[src/rmf_pkg.sv]
// ----------------------------------------------------------------------------
// rmf_pkg: shared types and constants for the rolling median filter
// Transaction payload structs and the fixed field widths of the channels.
// ----------------------------------------------------------------------------
`default_nettype none

package rmf_pkg;

  // Field widths fixed by the channel definitions
  localparam int SAMPLE_BITS    = 16;
  localparam int LEN_BITS       = 5;
  localparam int COUNT_BITS     = 5;

  // Defaults for the top-level parameter and the length register
  localparam int MAX_WINDOW_DEF = 16;
  localparam int LEN_RESET      = 16;

  // Input transaction
  typedef struct packed {
    logic signed [SAMPLE_BITS-1:0] sample;
    logic                          restart;
  } sample_in_t;

  // Result transaction
  typedef struct packed {
    logic signed [SAMPLE_BITS-1:0] median;
    logic        [COUNT_BITS-1:0]  fill_count;
  } result_t;

endpackage

`default_nettype wire

[src/rolling_median_filter_unit.sv]
// ----------------------------------------------------------------------------
// rolling_median_filter_unit: running median over a ring window of samples
// Keeps the window both in arrival order (ring RAM) and sorted (ping-pong
// RAM). Each sample drops the evicted value from the sorted list and merges
// the new one in, in a single pass through one shared comparator.
//
//  channel  | direction | handshake                 | payload
//  ---------+-----------+---------------------------+--------------------
//  sample   | in        | sample_valid/sample_stall | sample_in_t
//  result   | out       | result_valid/result_stall | result_t
//  cfg      | in        | cfg_we (no wait)          | cfg_wdata (length)
//
//  After accept a transaction steps through load, fetch of the evicted value,
//  the sorted-list pass and the final step before the next accept; the pass
//  reads one entry per cycle through the one comparator.
//  The input is stalled while a sample is in work; a waiting result stalls
//  only the final step of the next one.
//  Reset is synchronous; it empties the window, with no clearing pass.
// ----------------------------------------------------------------------------
`default_nettype none

module rolling_median_filter_unit
  import rmf_pkg::*;
#(
  parameter int MAX_WINDOW = MAX_WINDOW_DEF
) (
  input  wire logic                clk,
  input  wire logic                rst,
  input  wire logic                sample_valid,
  output logic                     sample_stall,
  input  wire sample_in_t          sample_data,
  output logic                     result_valid,
  input  wire logic                result_stall,
  output result_t                  result_data,
  input  wire logic                cfg_we,
  input  wire logic [LEN_BITS-1:0] cfg_wdata
);

  localparam int IW = (MAX_WINDOW > 1) ? $clog2(MAX_WINDOW) : 1;
  localparam int CW = $clog2(MAX_WINDOW + 1);
  localparam int SW = $clog2(2 * MAX_WINDOW);
  localparam int LEN_RESET_EFF = (LEN_RESET > MAX_WINDOW) ? MAX_WINDOW : LEN_RESET;

  typedef enum logic [4:0] {
    S_IDLE  = 5'b00001,
    S_LOAD  = 5'b00010,
    S_OLD   = 5'b00100,
    S_PASS  = 5'b01000,
    S_FINAL = 5'b10000
  } state_t;

  state_t state;

  // Window bookkeeping
  logic [CW-1:0] eff_len;
  logic [IW-1:0] write_pos;
  logic [CW-1:0] valid_count;
  logic          bank;

  // Per-transaction working registers
  logic signed [SAMPLE_BITS-1:0] smp;
  logic signed [SAMPLE_BITS-1:0] old_val;
  logic signed [SAMPLE_BITS-1:0] carry;
  logic signed [SAMPLE_BITS-1:0] med;
  logic [CW-1:0] c0;
  logic [IW-1:0] wp0;
  logic          evict;
  logic          removed;
  logic [CW-1:0] rd_idx;
  logic          rd_pend;
  logic [CW-1:0] wr_idx;

  // RAM ports
  logic [SAMPLE_BITS-1:0] ring_rdata;
  logic                   ring_we;
  logic [SAMPLE_BITS-1:0] sort_rdata;
  logic                   sort_we;
  logic [SW-1:0]          sort_raddr;
  logic [SW-1:0]          sort_waddr;
  logic [SAMPLE_BITS-1:0] sort_wdata;

  // Pass datapath
  logic signed [SAMPLE_BITS-1:0] x;
  logic signed [SAMPLE_BITS-1:0] emit;
  logic          skip;
  logic          lt;
  logic          issue;
  logic [CW-1:0] mid_idx;
  logic [CW-1:0] c0_fill;
  logic [CW-1:0] n_new;
  logic [IW-1:0] wp_next;
  logic          accept;
  logic          out_free;

  assign sample_stall = (state != S_IDLE);
  assign accept       = sample_valid && !sample_stall;
  assign out_free     = !result_valid || !result_stall;
  assign mid_idx      = valid_count >> 1;
  assign issue        = (rd_idx < c0);
  assign c0_fill      = sample_data.restart ? '0 : valid_count;
  assign n_new        = evict ? c0 : c0 + CW'(1);
  assign wp_next      = (CW'(wp0) + CW'(1) == eff_len) ? '0 : wp0 + IW'(1);

  // Shared comparator: drop the evicted value once, keep the larger in carry
  always_comb begin
    x    = $signed(sort_rdata);
    skip = !removed && (x == old_val);
    lt   = (x < carry);
    emit = lt ? x : carry;
  end

  // Sorted RAM: read from the current bank, write the merged list to the other
  always_comb begin
    sort_raddr = bank ? (SW'(rd_idx) + SW'(MAX_WINDOW)) : SW'(rd_idx);
    sort_we    = 1'b0;
    sort_wdata = emit;
    if (state == S_FINAL) begin
      sort_we    = out_free;
      sort_wdata = carry;
    end else if (state == S_PASS) begin
      sort_we    = rd_pend && !skip;
    end
    sort_waddr = bank ? SW'(wr_idx) : (SW'(wr_idx) + SW'(MAX_WINDOW));
  end

  assign ring_we = (state == S_OLD);

  rmf_ram #(
    .WIDTH(SAMPLE_BITS),
    .DEPTH(MAX_WINDOW)
  ) u_ring (
    .clk  (clk),
    .we   (ring_we),
    .waddr(wp0),
    .wdata(smp),
    .raddr(wp0),
    .rdata(ring_rdata)
  );

  rmf_ram #(
    .WIDTH(SAMPLE_BITS),
    .DEPTH(2 * MAX_WINDOW)
  ) u_sorted (
    .clk  (clk),
    .we   (sort_we),
    .waddr(sort_waddr),
    .wdata(sort_wdata),
    .raddr(sort_raddr),
    .rdata(sort_rdata)
  );

  // Sequencer and control state
  always_ff @(posedge clk) begin
    if (rst) begin
      state        <= S_IDLE;
      eff_len      <= CW'(LEN_RESET_EFF);
      write_pos    <= '0;
      valid_count  <= '0;
      bank         <= 1'b0;
      result_valid <= 1'b0;
      rd_pend      <= 1'b0;
    end else begin
      if (result_valid && !result_stall) begin
        result_valid <= 1'b0;
      end
      if (cfg_we) begin
        if (cfg_wdata == '0) begin
          eff_len <= CW'(1);
        end else if (int'(cfg_wdata) > MAX_WINDOW) begin
          eff_len <= CW'(MAX_WINDOW);
        end else begin
          eff_len <= CW'(cfg_wdata);
        end
        write_pos   <= '0;
        valid_count <= '0;
      end
      unique case (state)
        S_IDLE: begin
          if (accept) begin
            state <= S_LOAD;
          end
        end
        S_LOAD: begin
          state <= S_OLD;
        end
        S_OLD: begin
          write_pos   <= wp_next;
          valid_count <= n_new;
          rd_pend     <= 1'b0;
          state       <= S_PASS;
        end
        S_PASS: begin
          rd_pend <= issue;
          if (!issue && !rd_pend) begin
            state <= S_FINAL;
          end
        end
        S_FINAL: begin
          if (out_free) begin
            result_valid <= 1'b1;
            bank         <= ~bank;
            state        <= S_IDLE;
          end
        end
        default: begin
          state <= S_IDLE;
        end
      endcase
    end
  end

  // Working datapath registers
  always_ff @(posedge clk) begin
    case (state)
      S_IDLE: begin
        if (accept) begin
          smp   <= sample_data.sample;
          c0    <= c0_fill;
          wp0   <= sample_data.restart ? '0 : write_pos;
          evict <= (c0_fill == eff_len);
        end
      end
      S_OLD: begin
        old_val <= $signed(ring_rdata);
        carry   <= smp;
        removed <= !evict;
        rd_idx  <= '0;
        wr_idx  <= '0;
      end
      S_PASS: begin
        if (issue) begin
          rd_idx <= rd_idx + CW'(1);
        end
        if (rd_pend) begin
          if (skip) begin
            removed <= 1'b1;
          end else begin
            carry  <= lt ? carry : x;
            wr_idx <= wr_idx + CW'(1);
            if (wr_idx == mid_idx) begin
              med <= emit;
            end
          end
        end
      end
      S_FINAL: begin
        if (out_free) begin
          result_data.median     <= (wr_idx == mid_idx) ? carry : med;
          result_data.fill_count <= COUNT_BITS'(valid_count);
        end
      end
      default: begin
      end
    endcase
  end

`ifndef NO_ASSERTIONS
  // Fill count never runs past the window length
  a_count_bound: assert property (@(posedge clk) disable iff (rst)
    valid_count <= eff_len)
    else $error("fill count above window length");

  // The merged list has exactly one slot left for the carry at the end
  a_final_slot: assert property (@(posedge clk) disable iff (rst)
    (state == S_FINAL) |-> (wr_idx + CW'(1) == valid_count))
    else $error("merged list length mismatch");

  // The evicted value has been found before the pass ends
  a_removed: assert property (@(posedge clk) disable iff (rst)
    (state == S_FINAL) |-> removed)
    else $error("evicted value not found in sorted list");

  // A new result only comes out of the final step
  a_result_src: assert property (@(posedge clk) disable iff (rst)
    $rose(result_valid) |-> ($past(state) == S_FINAL))
    else $error("result raised outside final step");
`endif

endmodule

`default_nettype wire

[src/rmf_ram.sv]
// ----------------------------------------------------------------------------
// rmf_ram: generic simple dual-port RAM
// One write port and one read port, read data registered.
// ----------------------------------------------------------------------------
`default_nettype none

module rmf_ram #(
  parameter int WIDTH = 16,
  parameter int DEPTH = 16,
  parameter int AW    = (DEPTH > 1) ? $clog2(DEPTH) : 1
) (
  input  wire logic             clk,
  input  wire logic             we,
  input  wire logic [AW-1:0]    waddr,
  input  wire logic [WIDTH-1:0] wdata,
  input  wire logic [AW-1:0]    raddr,
  output logic      [WIDTH-1:0] rdata
);

  logic [WIDTH-1:0] mem [DEPTH];

  // Write port
  always_ff @(posedge clk) begin
    if (we) begin
      mem[waddr] <= wdata;
    end
  end

  // Registered read port
  always_ff @(posedge clk) begin
    rdata <= mem[raddr];
  end

endmodule

`default_nettype wire
[config.mk]
export PLATFORM = sky130hd
export DESIGN_NAME = rolling_median_filter_unit
export DESIGN_NICKNAME = d
export VERILOG_FILES = /design/src/rmf_pkg.sv /design/src/rolling_median_filter_unit.sv /design/src/rmf_ram.sv
export SDC_FILE = /design/constraint.sdc
export NUM_CORES = 1
export LEC_CHECK = 0
export BUFFER_PORTS_ARGS = -buffer_cell sky130_fd_sc_hd__buf_2
export CORE_MARGIN = 2
export CORE_UTILIZATION = 30
export DETAILED_ROUTE_END_ITERATION = 8
export GPL_TIMING_DRIVEN = 1
export REMOVE_ABC_BUFFERS = 1
export SLEW_MARGIN = 20
export SYNTH_ARGS = -nofsm -noshare
export SYNTH_HDL_FRONTEND = slang
export SYNTH_SLANG_ARGS = --single-unit
[constraint.sdc]
create_clock -name clk -period 5 [get_ports clk]
set_input_delay 1 -clock clk [delete_from_list [all_inputs] [get_ports clk]]
set_output_delay 1 -clock clk [all_outputs]
set_load 0.02 [all_outputs]
======== Yosys cells after proc, flatten, opt, wreduce, memory -nomap -nowiden ========
Memory sizes are Yosys's and may differ from the RTL's. A register that Yosys moved wholly into a read port is not among the register bits.
Index checks and enable logic that the tools add are counted.
operators by class
  eq/ne operators ......................... 18
  $lt $le $gt $ge ......................... 3
  muxes and demuxes ....................... 40
  bitwise operators ....................... 2
  reductions and logical operators ........ 25
  $add $sub $neg .......................... 7
operators with widths
  kind                                           number
  2-to-1 mux 16 bit                              6
  2-to-1 mux 5 bit                               14
  case mux 16 bit (2 select lines)               1
  case mux 5 bit (5 select lines)                1
  case mux 5 bit (2 select lines)                2
  == test 16 bit                                 1
  < comparator 16 bit                            1
  adder 5 x 1 -> 5 bit, second input constant    3
  != test 2 bit, second input constant           7
  2-to-1 mux 4 bit                               3
  2-to-1 mux 1 bit                               11
  adder 5 bit, second input constant             2
  == test 5 bit                                  2
  AND reduction 3 bit                            3
  zero test 1 bit                                8
  AND reduction 4 bit                            2
  AND reduction 2 bit                            3
  adder 4 x 1 -> 5 bit, second input constant    1
  == test 5 x 1 -> 1 bit, second input constant  1
  == test 5 x 2 -> 1 bit, second input constant  1
  == test 5 x 3 -> 1 bit, second input constant  1
  == test 5 x 4 -> 1 bit                         1
  == test 5 x 4 -> 1 bit, second input constant  1
  == test 5 bit, second input constant           1
  other kinds (11)                               18
storage, ports and cells
  RAM bits ................................ 768
  word-level logic and storage cells ...... 116
  input bits .............................. 27
  memories kept ........................... 2
  bits in registers ....................... 128
  output and inout port bits .............. 23
memory list
  memory        depth  width  rd ports  clocked after memory_dff  write ports  RTL line       text
  u_sorted.mem  32     16     1         1                         1            rmf_ram.sv:20  logic [WIDTH-1:0] mem [DEPTH];
  u_ring.mem    16     16     1         1                         1            rmf_ram.sv:20

======== Depth between registers and ports, before layout ========
  depth in word-level cells ............... 8
  depth in mapped cells ................... 9
  mapped depth without buffers ............ 8

======== By module ========
From an unflattened synthesis, not the netlist that was laid out.
second synthesis, totals
  cells, all modules ...................... 2,090
  area, all modules ....................... 36,755.3 um2
modules (own cells, without submodules)
  module                      sequential area each (um2)  cells each  instances  area an instance (um2)
  rmf_ram (u_sorted)          15,695.1                    1,143       1          20,535.9
  rmf_ram (u_ring)            8,007.7                     432         1          10,042.1
  rolling_median_filter_unit  3,623.5                     515         1          6,177.2

======== Worst setup path before layout ========
OpenSTA, ideal clock, no wires.
  path kind ............................... input to register
  from .................................... input result_stall
  to ...................................... memory u_sorted.mem[0][0] (enable)
  slack ................................... 1.101 ns
  arrival time ............................ 3.510 ns
  required time ........................... 4.612 ns
  setup time .............................. 0.388 ns
  path buffers ............................ 0
  stages .................................. 3
  cells stage by stage .................... a21oi_1 o21ai_1 nor2_1
on the way
  cells in the longest elaborated chain, start to end .. 5
RTL lines
  item                                    RTL line                           text
  start, declared                         rolling_median_filter_unit.sv:33   input wire logic result_stall,
  zero test 1 bit                         rolling_median_filter_unit.sv:97   assign out_free = !result_valid || !result_stall;
  logical OR 1 bit                        rolling_median_filter_unit.sv:97
  2-to-1 mux 1 bit                        rolling_median_filter_unit.sv:117  if (state == S_FINAL) begin
  2-to-1 mux 1 bit                        rmf_ram.sv:24                      if (we) begin
  2-to-1 mux 1 bit (not written as such)  rmf_ram.sv:25                      mem[waddr] <= wdata;
  end, declared                           rmf_ram.sv:20
No other way between the ends.

======== Worst setup path after layout ========
  from .................................... register state[0]
  to ...................................... memory u_ring.mem[5][6] (enable)
on the way
  cells in the longest elaborated chain, start to end .. 3
RTL lines
  item                                    RTL line                           text
  start, declared                         rolling_median_filter_unit.sv:52   state_t state;
  start signal, assigned                  rolling_median_filter_unit.sv:155  state <= S_IDLE;
  start signal, assigned                  rolling_median_filter_unit.sv:180  state <= S_LOAD;
  start signal, assigned                  rolling_median_filter_unit.sv:184  state <= S_OLD;
  == test 5 x 3 -> 1 bit                  rolling_median_filter_unit.sv:126  assign ring_we = (state == S_OLD);
  2-to-1 mux 1 bit                        rmf_ram.sv:24
  2-to-1 mux 1 bit (not written as such)  rmf_ram.sv:25
  end, declared                           rmf_ram.sv:20
No other way between the ends.

==> key figures <==
Clocking
  • Setup bufs post-CTS: 0
  • Later-pin clock latency in the skew report: 0.64 ns
  • Clock-pin slew on the worst setup and hold paths: 0.07 ns
  • Resized Gates After CTS: 0
  • Clock sinks: 928
  • CTS tree: yes
  • CTS Root Cell: clkbuf_16
  • Clk buf depth: 3
  • H-tree levels: 3
  • CTS Hold Bufs: 0
  • CTS Buf Count: 93

GRT
  • GR Util met3: 2.82%
  • Global Route met1 Usage: 18.3%
  • GRT met2 Usage: 21.7%
  • Antenna violations before repair: 2
  • Largest net degree at the start of global routing: 48
  • Total global-route track usage: 13.4%
  • Global-route wire length before repair: 120 mm
  • GRT overflow: 0
  • Grt peak-use layer: met2
  • Vias in the first global route: 17.7k

Cells and area
  • Final instance count without filler cells: 3,515
  • Util after Layout: 35.2%
  • Area grow syn2layout: 16.0%
  • Storage cell area: 27,300 µm²
  • Area occupied by multi-input gates: 8290 µm²
  • # nets final: 1,893
  • Design Area, Final: 41,700 µm²
  • Share of cells above drive strength 1: 29.2%
  • Number of fill cells: 10.9k

Floorplanning
  • Site Rows: 126
  • Die height: 350 µm
  • Die X-Extent: 350 µm
  • Boundary pin count: 50
  • Die ar.: 123,000 µm²
  • Placeable Area: 118,000 µm²
  • Initial Util: 30.3%

Setup path
  • CP Class: register to register
  • Crit path from: state[0]
  • Startpoint type of the worst setup path: register
  • R2R depth: 5
  • Req. time, crit path: 5.24 ns
  • FF-to-FF Start: state[0]
  • Crit path capture type: register
  • R2R Path End: u_ring.mem[5][6]
  • Crit path arrival time: 3.73 ns
  • Flop2flop setup slack: 1.51 ns
  • Crit Path Max Fanout: 25

Status
  • Status: completed

Placement
  • Port buffer count: 49
  • Placed Cells incl. Taps: 3,341
  • Placed cell areas: 38,500 µm²
  • Placer congestion estimate: 0.798
  • DP HPWL: 49.5 mm
  • Pre-CTS WS: 1.45 ns

Route
  • Total Wirelength: 81.7 mm
  • Drt pass-1 iters: 5
  • Post-route ant nets: 0
  • Vias/cell: 4.80
  • Drt wl/cell: 23.2 µm
  • Number of DRC markers in iteration 0: 1,817
  • Via count: 16.9k
  • Drt drc: 0

Synthesis
  • Synth area leaders: edfxtp_1 (73%), mux4_2 (15%), dfxtp_1 (3.0%)
  • Yosys warning count: 0
  • Syn Std Cell Area: 35,900 µm²
  • Post-synthesis cell type count: 44
  • Main synth FF type: edfxtp_1
  • Asr flop ratio synth: 0%
  • Yosys reg bits: 928
  • Commonest cells in the netlist: edfxtp_1 (874), mux4_2 (240), nand2_1 (99)
  • Syn Inst Count: 1,705
  • Synth area leader: edfxtp_1
  • Most common cell in the netlist: edfxtp_1
  • Post-synth top area share: 73.0%
  • Avg Synthesized Cell Area: 21.1 µm²
  • Count of flip-flops with a built-in enable after synthesis: 874
  • Sequential share of the synthesized area: 76.1%

Timing
  • Slew HR: 28.3%
  • Minimum clock period after layout: 3.49 ns
  • Final worst slack: 1.51 ns
  • Final setup vio count: 0
  • RSZ-0062 raised after global routing: no
  • Final hold viol count: 0
  • Clock Skew: 0.0230 ns
  • Max Clk Rate: 0.287 GHz
  • Final worst-path cycle share: 69.8%
  • Slew Limit Fails: 0
  • Tightest Pin Transition: 1.07 ns

Min path
  • Hold Path Sink: old_val[10]
  • HP Start: u_ring.rdata[10]
  • Hold path cells: 0
  • Hold Crit Class: register to register

Job
  • Max-Cap Viols: 0

Pwr
  • Pwr/cell area: 391 nW/µm²
  • Leak Pwr: 13.3 nW
  • Maximum vdd drop: 0.232 mV
  • Pwr Total: 0.0163 W
==> layout by cell type (no fill, tap or decap), drive strengths merged, types with 3 or more instances in the layout <==
master / count
edfxtp: 874
a22oi: 4
nor2: 76
ha: 29
mux2: 47
nand2: 99
nor2b: 12
and2: 3
xor2: 12
buf: 111
xnor2: 33
nor3: 15
clkinv: 36
mux4: 240
nand3b: 5
a21oi: 18
a21o: 3
bufinv: 12
nand3: 16
o21ai: 35
inv: 28
nand2b: 4
dfxtp: 54
nand4: 4
clkbuf: 121
==> area by class of cell <==
class	count	area share (%)
diodes	2	0.0120
clock buffers	121	6.11
repair buffers	111	1.97
well taps	1600	4.81
clock inverters	50	1.38
flip-flops and latches	928	65.6
inverters	27	0.243
multi-input cells	676	19.9
==> critical path: stages, from the launching register on <==
cell and delay (ns):
dfxtp_1 0.37, nor3_1 0.25, nand3b_1 0.47, clkinv_1 0.73
nand2_1 0.38, nor2_2 0.88
==> logic make-up (layout without fill, tap and decap cells) <==
group	after synthesis	after routing	synth area share (%)
DFF	928	928	76.1
AOI/OAI and AO/OA	73	73	1.16
muxes	289	289	16.6
adders and majority gates	29	29	1.01
and+or+nand+nor	240	240	2.90
xor gates and xnor gates	45	45	1.10
buffers and inverters	101	309	1.20
other	0	2	0
==> through the flow <==
stage          hold WS [ns]  TNS [ns]
4_1_cts               0.404         0
3_5_place_dp          0.391         0
3_3_place_gp          0.390         0
5_1_grt               0.410         0
6_report              0.402         0
2_1_floorplan         0.386    -39.57
==> power by group <==
part	internal (W)	total, W	switching [W]
clock	0.00421	0.00710	0.00289
sequential	0.00856	0.00867	0.000112
combinational	0.000239	0.000517	0.000278
==> routing by layer <==
layer  wire length [µm]  vias to the layer above
met1              35200                     8991
li1                   -                     7217
met3               5480                      113
met5                  0                        -
met2              39300                      567
met4               1790                        0
==> sequential cells by signal, summed over array words and instances, names as in the netlist, 5 cells and up <==
name            count
u_sorted.mem      512
carry              16
u_sorted.rdata     16
u_ring.rdata       16
c0                  5
eff_len             5
wr_idx              5
smp                16
old_val            16
rd_idx              5
valid_count         5
result_data        21
state               5
med                16
u_ring.mem        256
==> worst max path at each step <==
stage,end,depth (start not counted)
floorplan,u_sorted.rdata[0],3
detailed placement,u_ring.mem[14][11],5
CTS,u_ring.mem[14][5],5
global route,u_ring.mem[5][6],5
finish,u_ring.mem[5][6],5
global placement,u_sorted.mem[20][4],8
Note: power is estimated with default switching activity, not from simulation.
